$ cat src/hw/rtl/esv_pkg.sv
package esv_pkg;

    // Series storage
    localparam int MAX_SAMPLES = 256;
    localparam int ADDR_W      = $clog2(MAX_SAMPLES);
    localparam int CNT_W       = ADDR_W + 1;
    localparam int SAMPLE_W    = 16;
    localparam int DIFF_W      = SAMPLE_W + 1;
    localparam int SQ_W        = 2 * SAMPLE_W;

    // Distances used by any bin never exceed 127
    localparam int D_W         = 7;
    localparam int MAX_DIST    = (MAX_SAMPLES - 1 < 127) ? MAX_SAMPLES - 1 : 127;
    localparam int DIST_DEPTH  = 1 << D_W;
    localparam int DIST_W      = SQ_W + ADDR_W;

    // Bin accumulation and division
    localparam int SUM_W       = 47;
    localparam int PCNT_W      = 15;
    localparam int FRAC_W      = 8;
    localparam int NUM_W       = SUM_W + FRAC_W;
    localparam int DEN_W       = PCNT_W + 1;
    localparam int OUT_W       = 40;
    localparam int LAG_W       = 6;

    // Configuration
    localparam int CFG_W       = 7;
    localparam logic [CFG_W-1:0] MAX_LAG_RST   = 7'd16;
    localparam logic [CFG_W-1:0] BIN_WIDTH_RST = 7'd1;
    localparam logic [CFG_W-1:0] MAX_LAG_SAT   = 7'd64;

    typedef enum logic [0:0] {
        CFG_MAX_LAG   = 1'b0,
        CFG_BIN_WIDTH = 1'b1
    } t_cfg_idx;

    typedef enum logic [3:0] {
        S_IDLE,
        S_PAIR_SETUP,
        S_PAIR_RUN,
        S_PAIR_DRAIN,
        S_BIN_SETUP,
        S_BIN_RUN,
        S_BIN_DRAIN,
        S_DIV_START,
        S_DIV_WAIT,
        S_EMIT
    } t_state;

    typedef struct packed {
        logic load;
        logic close;
        logic pair_init;
        logic pair_issue;
        logic bin_setup;
        logic bin_issue;
        logic div_start;
        logic emit;
        logic bin_next;
    } t_cmd;

    typedef struct packed {
        logic no_bins;
        logic has_pairs;
        logic pair_last;
        logic pair_idle;
        logic bin_last;
        logic bin_idle;
        logic sum_zero;
        logic div_busy;
        logic bin_final;
    } t_stat;

endpackage

$ cat src/hw/rtl/esv_ctrl.sv
module esv_ctrl (
    input  logic           i_clk,
    input  logic           i_rst_n,
    input  logic           i_start,
    input  logic           i_last,
    input  esv_pkg::t_stat i_stat,
    output esv_pkg::t_cmd  o_cmd,
    output logic           o_busy
);
    import esv_pkg::*;

    t_state r_state;
    t_state n_state;

    always_ff @(posedge i_clk) begin
        if (!i_rst_n) begin
            r_state <= S_IDLE;
        end else begin
            r_state <= n_state;
        end
    end

    always_comb begin
        n_state = r_state;
        o_cmd   = '0;
        unique case (r_state)
            S_IDLE: begin
                o_cmd.load  = i_start;
                o_cmd.close = i_start && i_last;
                if (i_start && i_last) begin
                    n_state = S_PAIR_SETUP;
                end
            end
            S_PAIR_SETUP: begin
                o_cmd.pair_init = 1'b1;
                priority if (i_stat.no_bins) begin
                    n_state = S_IDLE;
                end else if (!i_stat.has_pairs) begin
                    n_state = S_BIN_SETUP;
                end else begin
                    n_state = S_PAIR_RUN;
                end
            end
            S_PAIR_RUN: begin
                o_cmd.pair_issue = 1'b1;
                if (i_stat.pair_last) begin
                    n_state = S_PAIR_DRAIN;
                end
            end
            S_PAIR_DRAIN: begin
                if (i_stat.pair_idle) begin
                    n_state = S_BIN_SETUP;
                end
            end
            S_BIN_SETUP: begin
                o_cmd.bin_setup = 1'b1;
                n_state = S_BIN_RUN;
            end
            S_BIN_RUN: begin
                o_cmd.bin_issue = 1'b1;
                if (i_stat.bin_last) begin
                    n_state = S_BIN_DRAIN;
                end
            end
            S_BIN_DRAIN: begin
                if (i_stat.bin_idle) begin
                    n_state = S_DIV_START;
                end
            end
            S_DIV_START: begin
                if (i_stat.sum_zero) begin
                    n_state = S_EMIT;
                end else begin
                    o_cmd.div_start = 1'b1;
                    n_state = S_DIV_WAIT;
                end
            end
            S_DIV_WAIT: begin
                if (!i_stat.div_busy) begin
                    n_state = S_EMIT;
                end
            end
            S_EMIT: begin
                o_cmd.emit = 1'b1;
                if (i_stat.bin_final) begin
                    n_state = S_IDLE;
                end else begin
                    o_cmd.bin_next = 1'b1;
                    n_state = S_BIN_SETUP;
                end
            end
            default: begin
                n_state = S_IDLE;
            end
        endcase
    end

    assign o_busy = (r_state != S_IDLE);

endmodule

$ cat config.mk
export PLATFORM = sky130hd
export DESIGN_NAME = esv_ctrl
export DESIGN_NICKNAME = d
export VERILOG_FILES = /design/src/hw/rtl/esv_pkg.sv /design/src/hw/rtl/esv_ctrl.sv
export SDC_FILE = /design/constraint.sdc
export NUM_CORES = 1
export LEC_CHECK = 0
export BUFFER_PORTS_ARGS = -buffer_cell sky130_fd_sc_hd__buf_2
export CAP_MARGIN = 20
export CORE_AREA = 2 2 39 41
export DETAILED_ROUTE_END_ITERATION = 16
export DIE_AREA = 0 0 41 43
export SYNTH_ARGS = -nofsm -noshare
export SYNTH_HDL_FRONTEND = slang
export SYNTH_SLANG_ARGS = --single-unit
$ cat constraint.sdc
create_clock -name i_clk -period 1.5 [get_ports i_clk]
set_input_delay 0.15 -clock i_clk [delete_from_list [all_inputs] [get_ports i_clk]]
set_output_delay 0.15 -clock i_clk [all_outputs]
set_load 0.1 [all_outputs]
==> impl_metrics.ini, run 1 <==
[die]
die_w_um = 41
core_mm2 = 0.00138
die_h_um = 43
rows = 14
start_util_pct = 32.3
dieArea_mm2 = 0.00176
pin_count = 23

[routing]
antenna_left = 0
drc = 0
wl_per_cell_um = 12.1
drt_iter0_drc = 2
via_per_inst = 5.25
via_count = 536
drt_wl_total_mm = 1.24
drtPass1Iterations = 2

[setup_path]
worstSetupStartpoint = r_state[1]
cp_cell_sequence = nor4_4 -> and3_4 -> buf_12
crit_slowest_cell = dfxtp_4
cp-start-kind = flip-flop
rrSetupSlack_ps = 20
crit_path_end_kind = output port
critPathMaxFanout = 4
r2r_cells = 6
crit_type = flip-flop to output port
r2r-end = r_state[2]
cp.arrival_ps = 1360
slowest_delay_ps = 360
rr_startpoint = r_state[0]
required_ps = 1350

[layout]
antenna_cells = 0
syn_to_final_growth_pct = 110
largest_register = r_state
layout-drive-gt1-share_pct = 64.0
final_nets = 101
top_regs = r_state x4
stdcell_count = 102
fin_util_pct = 67.7
largest_reg_flops = 4

[timing]
clock.fmax_mhz = 661
setup_viol = 1
min_period_over_period_pct = 101
fin_crit_ps = 1510
rsz0062_at_grt = yes
tightest_slew_ps = 360
skew_ps = 3.62
layout_setup_ws_ps = -13.7
fin_hold_ws_ps = 206
relSlewSlack_pct = 75.7
hold_violations = 0
maxSlewViolCount = 0

[outcome]
violations = negative setup slack
status = complete, but fails checks

[place]
hpwl_um = 923
gp_congestion = 0.755
port_buffers = 22
numPlacedInstances = 93

[hold_path]
hold_end = r_state[0]
worstHoldPathType = input port to flip-flop
min_from = i_rst_n
hold_depth = 3

[grt]
track_usage_pct = 16.6
grt_max_degree = 14
antenna_found_initial = 0
first_global_vias = 500
grt_overflow_total = 0
grt_pass1_wl_mm = 2.01

[flow_run]
max_cap_violations = 0

[clocking]
clkSinkCount = 4
clk_latency_ps = 240
root_buffer = clkbuf_4
cts_tree = done
clockBufferDepth = 2
clkSlewWorstSetupHoldPaths_ps = 40
ctsHoldBuffers = 0
cts_made_buffers = 3
cts_htree_levels = 1

[synthesis]
seq_area_frac_synth_pct = 17.9
syn_area_um2 = 447
ys_async_sr_fraction_pct = 0
yosys-top-cells-area = dfxtp_1, a21oi_1, nor4_2
synth_seq_cells = 4
netlist.top_cell.by_area = dfxtp_1
synth_flop_cell = dfxtp_1
ys_warn_count = 0
synth_fp_nets = 68
synthCells = 55
synth_top_area_share_pct = 17.9
ys_types = 29
synth-edff-count = 0
avgSynthCellArea_um2 = 8.12

[pwr]
cellPowerDensity_mw_per_mm2 = 1740
ir_drop_v = 0.000948
cellLeakagePower_nw = 0.374
[worst max path at each step]
stage / slack (ps) / to
finish: -10 / o_cmd[7]
global route: -60 / r_state[0]
CTS: -20 / o_cmd[7]
detailed placement: 80 / r_state[2]
global placement: 120 / o_cmd[7]
floorplan: -690 / r_state[1]
[cell families (layout without fill, tap and decap cells)]
family / count (synthesis) / count (layout) / synth area share [%]
AND/OR/NAND/NOR: 27 / 27 / 45.1
AO/OA/AOI/OAI: 14 / 14 / 21.0
buffers and inverters: 8 / 39 / 11.5
flip-flops: 4 / 4 / 17.9
multiplexers: 2 / 2 / 4.48
[cell usage in the layout (no fill, tap or decap), drive strengths merged, types with 3 or more instances in the layout]
master	synthesis	routed
a21oi	5	5
nor3	4	4
buf	5	33
o21ai	5	5
nor3b	3	3
nand2	4	4
dfxtp	4	4
clkbuf	0	3
inv	3	3
[through the flow]
stage | power (W) | area, um2 | setup TNS, ps | setup slack [ps]
3_5_place_dp | 0.00130 | 816 | 0 | 81.8
5_1_grt | 0.00171 | 937 | -278 | -57.2
4_1_cts | 0.00161 | 916 | -22.5 | -18.8
3_3_place_gp | 0.00129 | 816 | 0 | 119
6_report | 0.00163 | 937 | -13.7 | -13.7
2_1_floorplan | 0.000954 | 517 | -4230 | -689
[synth_stat cells (all sizes together) (2+ instances only)]
cell     number
a21oi         5
buf           5
o21ai         5
dfxtp         4
nand2         4
nor3          4
inv           3
nor3b         3
mux2i         2
nand2b        2
nand4bb       2
nor2          2
nor4          2
nor4b         2
[worst max-delay path, delay by kind of cell (launching register included)]
family | cells | cell delay, ps
and+or+nand+nor | 2 | 600
buffers and inverters | 1 | 170
DFF | 1 | 360
[final cells by class]
cell class                 count  area, um2
inverter                       3       11.3
tap                           16       20.0
multi-input combinational     43        400
fill                         117        447
clock buffer                   3       22.5
sequential                     4       95.1
timing repair buffer          33        388
[power breakdown]
group	leakage, nW	total [W]	internal, W	switching [W]
clock	0.0138	0.000136	0.0000896	0.0000461
sequential	0.0355	0.000191	0.000138	0.0000523
combinational	0.325	0.00130	0.000589	0.000713
[timing repair]
item,in CTS,in global routing
gates resized for setup,7,5
pin swaps,5,5
setup buffers,5,1
setup endpoints to repair,7,9
[metal layers]
layer	GRT usage, %	wire length, um
met3	1.57	60
met4	8.00	24
met5	0	0
met1	20.3	484
met2	27.2	667
(Power assumes the default switching activity.)
==> run 2: changes to the inputs <==
==> constraint.sdc (replaced) <==
create_clock -name i_clk -period 1.5 [get_ports i_clk]
set_input_delay 0.3 -clock i_clk [delete_from_list [all_inputs] [get_ports i_clk]]
set_output_delay 0.3 -clock i_clk [all_outputs]
set_load 0.1 [all_outputs]
==> run 2 against run 1 <==
Against the previous run:
- the flow still finishes with violations (negative setup slack)
- sequential share of layout area fell by 1.0 points
- critical path depth unchanged
- core utilization increased by 7.7 points
- cell area up 11%
- clock-buffer cell count is the same
- clock skew increased by 6.8 ps
- global-route usage is 3.3 points higher
- die area stayed put
- cell count rose by 12%
- worst hold slack improved by 170 ps
- fmax decreased by 9.4%
- first-iteration DRC count rose to 2.5 times the previous value
==> impl_metrics.ini, run 2 (same netlist as run 1, synthesis figures left out) <==
[grt]
grt_max_degree = 8
antenna_found_initial = 0
grt_overflow_total = 0
grt_pass1_wl_mm = 2.39
track_usage_pct = 19.9
first_global_vias = 620

[setup_path]
worstSetupStartpoint = r_state[2]
cp_cell_sequence = nor4_4 -> and3_4 -> buf_12
cp.arrival_ps = 1370
slowest_delay_ps = 360
critPathMaxFanout = 4
required_ps = 1200
cp-start-kind = flip-flop
crit_path_end_kind = output port
rr_startpoint = r_state[1]
crit_type = flip-flop to output port
crit_slowest_cell = dfxtp_4

[timing]
maxSlewViolCount = 0
hold_violations = 0
fin_crit_ps = 1670
rsz0062_at_grt = yes
setup_viol = 11
skew_ps = 10.5
clock.fmax_mhz = 599
layout_setup_ws_ps = -171
relSlewSlack_pct = 78.6
fin_setup_tns_ps = -1060
tightest_slew_ps = 316
min_period_over_period_pct = 111

[pwr]
p_sw_share_pct = 50.5
p_clk_share_pct = 8.4
p_int_w = 0.000843
seqPwrFrac_pct = 11.1
p_sw_w = 0.000861
cellPowerDensity_mw_per_mm2 = 1630
ir_drop_v = 0.00104
cellLeakagePower_nw = 0.441
p_total_w = 0.00170
p_comb_share_pct = 80.5

[place]
port_buffers = 22
hpwl_mm = 1.02
gp_congestion = 0.767

[outcome]
violations = negative setup slack
status = complete, but fails checks

[clocking]
root_buffer = clkbuf_4
clk_latency_ps = 250
cts_made_buffers = 3
clkSlewWorstSetupHoldPaths_ps = 40
cts_htree_levels = 1
clkSinkCount = 4
clockBufferDepth = 2
cts_tree = done

[routing]
drt_iter0_drc = 5
wl_per_cell_um = 13.8
drc = 0
drt_wl_total_mm = 1.58
antenna_left = 0
via_per_inst = 5.20
via_count = 593
drtPass1Iterations = 4

[layout]
fin_util_pct = 75.4
layout_common_cells = buf_4, buf_2, buf_12
syn_to_final_growth_pct = 134
antenna_cells = 0
layout-drive-gt1-share_pct = 69.4
largest_reg_flops = 4
largest_register = r_state
layout_commonest_cell = buf_4
final_nets = 113
top_regs = r_state x4

[hold_path]
worstHoldPathType = input port to flip-flop
min_from = i_rst_n

[die]
core_mm2 = 0.00138
die_w_um = 41
die_h_um = 43
start_util_pct = 32.3
pin_count = 23
dieArea_mm2 = 0.00176
rows = 14

[flow_run]
max_cap_violations = 0
==> run 2: changes by cell type in the layout (fill, tap and decap cells not counted) <==
| cell | delta |
|---|---|
| buf_4 | +7 |
| buf_6 | +7 |
| nand2_1 | -1 |
| nor3_4 | +2 |
| buf_12 | -3 |
| nand2_4 | +1 |
| nor3_2 | -2 |
| buf_8 | +1 |
==> run 2: repair_timing <==
action	CTS	global route
gates resized for setup	15	11
hold buffers	0	0
setup buffers	8	4
setup endpoints to repair	10	13
pin swaps	8	8
==> run 2: per-layer routing <==
layer / wire, um / GRT usage [%] / up-vias / share of wire, %
met2: 868 / 35.3 / 20 / 55
met1: 615 / 19.2 / 280 / 39
met3: 76 / 3.66 / 2 / 4.8
li1: - / - / 291 / -
met5: 0 / 0 / - / 0
met4: 18 / 12.0 / 0 / 1.1
==> run 2: path summary, 6_finish.rpt <==
path                 to  slack (ps)  cells after the start
min reg2reg  r_state[0]         670                      3
min          r_state[3]         370                      2
max            o_cmd[7]        -170                      3
max reg2reg  r_state[2]        -130                      6
==> run 2: final cells by class <==
class	count	area [um2]
tap	16	20.0
multi-input combinational	43	420
sequential	4	95.1
inverter	3	11.3
fill	92	340
timing repair buffer	45	474
clock buffer	3	22.5
==> run 2: stage by stage <==
| stage | hold slack [ps] | std cells | cell area (um2) | setup slack, ps |
|---|---|---|---|---|
| 2_1_floorplan | 438 | 55 | 522 | -689 |
| 3_3_place_gp | 615 | 99 | 841 | 48.5 |
| 3_5_place_dp | 622 | 99 | 841 | -15.9 |
| 4_1_cts | 370 | 110 | 975 | -175 |
| 5_1_grt | 366 | 114 | 1040 | -232 |
| 6_report | 374 | 114 | 1040 | -171 |
==> run 2: critical path: cells and delay by family (launching register included) <==
kind,cells,cell delay [ps]
buffers and inverters,1,170
and+or+nand+nor,2,580
DFF,1,360
==> run 2: power groups by stage <==
| stage | Combinational, W | Clock (W) | Sequential [W] |
|---|---|---|---|
| 2_1_floorplan | 0.000779 | 0 | 0.000168 |
| 3_3_place_gp | 0.00112 | 0 | 0.000180 |
| 3_5_place_dp | 0.00113 | 0 | 0.000182 |
| 4_1_cts | 0.00129 | 0.000139 | 0.000177 |
| 5_1_grt | 0.00144 | 0.000156 | 0.000194 |
| 6_report | 0.00137 | 0.000143 | 0.000189 |
==> run 3: changes to the inputs <==
Settings changed: SKIP_LAST_GASP set to 1.
Clock period 1.5 ns to 2 ns, I/O delays scaled along.
==> run 3 against run 2 <==
Against the previous run:
- the run now ends clean
- core utilization down 25 points
- worst hold slack better by 87 ps
- combinational power is 55% lower
- non-clock buffer count fell by 22
- worst setup slack improved by 250 ps
- clock power shrank 22%
- first-iteration DRC count decreased by 60%
- global-route usage shrank 6.2 points
- die area unchanged
- via count fell by 19%
- sequential power is essentially flat
- critical path type unchanged
- critical endpoint is now o_cmd[4]
- largest cell class is now multi-input gates
- largest power group unchanged
==> impl_metrics.ini, run 3 (same netlist as run 1, synthesis figures left out) <==
[outcome]
status = complete, no violations

[flow_run]
max_cap_violations = 0

[grt]
antenna_found_initial = 0
track_usage_pct = 13.7
grt_max_degree = 18
grt_overflow_total = 0
grt_pass1_wl_mm = 1.67
first_global_vias = 417

[setup_path]
cp-start-kind = flip-flop
required_ps = 1600
critPathMaxFanout = 17
cp.arrival_ps = 1520
crit_type = flip-flop to output port
crit_path_end_kind = output port

[pwr]
p_sw_w = 0.000545
ir_drop_v = 0.000653
p_clk_share_pct = 12.1
seqPwrFrac_pct = 20.5
cellPowerDensity_mw_per_mm2 = 1310
p_comb_share_pct = 67.4
p_int_w = 0.000372
cellLeakagePower_nw = 0.297
p_sw_share_pct = 59.4

[layout]
layout_common_cells = buf_2, a21oi_1, buf_12
layout-drive-gt1-share_pct = 54.5
final_nets = 91
layout_commonest_cell = buf_2
antenna_cells = 0
largest_register = r_state
largest_reg_flops = 4
syn_to_final_growth_pct = 57.1
top_regs = r_state x4

[place]
port_buffers = 22
gp_congestion = 0.715
hpwl_um = 795

[routing]
drtPass1Iterations = 3
via_count = 482
wl_per_cell_um = 11.7
drt_wl_total_mm = 1.09
via_per_inst = 5.18
drt_iter0_drc = 2
drc = 0
antenna_left = 0

[die]
core_mm2 = 0.00138
pin_count = 23
start_util_pct = 32.3
dieArea_mm2 = 0.00176
rows = 14
die_h_um = 43
die_w_um = 41

[clocking]
clkSinkCount = 4
clkSlewWorstSetupHoldPaths_ps = 40
root_buffer = clkbuf_4
cts_htree_levels = 1
cts_tree = done
ctsHoldBuffers = 0
clockBufferDepth = 2
cts_made_buffers = 3
clk_latency_ps = 230

[timing]
clock.fmax_mhz = 521
hold_violations = 0
fin_crit_ps = 1920
maxSlewViolCount = 0
setup_viol = 0
rsz0062_at_grt = no
fin_setup_tns_ps = 0
min_period_over_period_pct = 96.0
tightest_slew_ps = 488
fin_hold_ws_ps = 461
relSlewSlack_pct = 67.7
skew_ps = 1.82

[hold_path]
worstHoldPathType = input port to flip-flop
run 3: cell count changes in the layout (fill, tap and decap cells not counted), sizes merged:
cell and change:
buf -22, clkbuf +1
run 3: area by class of cell:
class,count,area (um2)
fill,136,682
multi-input combinational,43,365
timing repair buffer,23,193
sequential,4,86.3
clock buffer,4,26.3
tap,16,20.0
inverter,3,11.3
run 3: metrics by stage:
stage / total power, W / instance area, um2 / setup slack, ps / instances / utilization (%)
finish: 0.000917 / 702 / 80.6 / 93 / 50.7
global route: 0.000966 / 702 / 21.3 / 93 / 50.7
CTS: 0.000913 / 693 / 48.4 / 93 / 50.1
detailed placement: 0.000798 / 667 / 309 / 89 / 48.2
global placement: 0.000795 / 667 / 358 / 89 / 48.2
floorplan: 0.000693 / 504 / -288 / 55 / -
run 3: routing by layer:
layer | vias up | GRT usage (%) | share of wire (%)
met5 | - | 0 | 0
met4 | 0 | 8.00 | 1.5
met3 | 2 | 1.57 | 6.7
met2 | 17 | 20.6 | 47
met1 | 217 | 17.7 | 45
li1 | 246 | - | -
run 3: final timing paths:
kind,startpoint,cells past startpoint,slack [ps],to
setup / recovery,r_state[2],3,80,o_cmd[4]
hold / removal,i_rst_n,3,460,r_state[0]
setup reg to reg,r_state[2],4,480,r_state[2]
hold reg to reg,r_state[0],2,580,r_state[0]
run 3: repair_timing:
action | in CTS | in global routing
endpoints found under the setup margin | 0 | 2
resized for setup | 0 | 1
setup buffers | 0 | 0
run 3: power groups by stage:
stage | Combinational [W] | Sequential, W | Clock [W]
3_5_place_dp | 0.000613 | 0.000185 | 0
6_report | 0.000618 | 0.000188 | 0.000111
2_1_floorplan | 0.000562 | 0.000131 | 0
3_3_place_gp | 0.000612 | 0.000183 | 0
4_1_cts | 0.000615 | 0.000184 | 0.000115
5_1_grt | 0.000656 | 0.000193 | 0.000117
run 3: critical path: stages, from the launching register on:
cell	delay (ps)
dfxtp_2	570
nand2b_1	160
nor3_2	110
buf_2	440
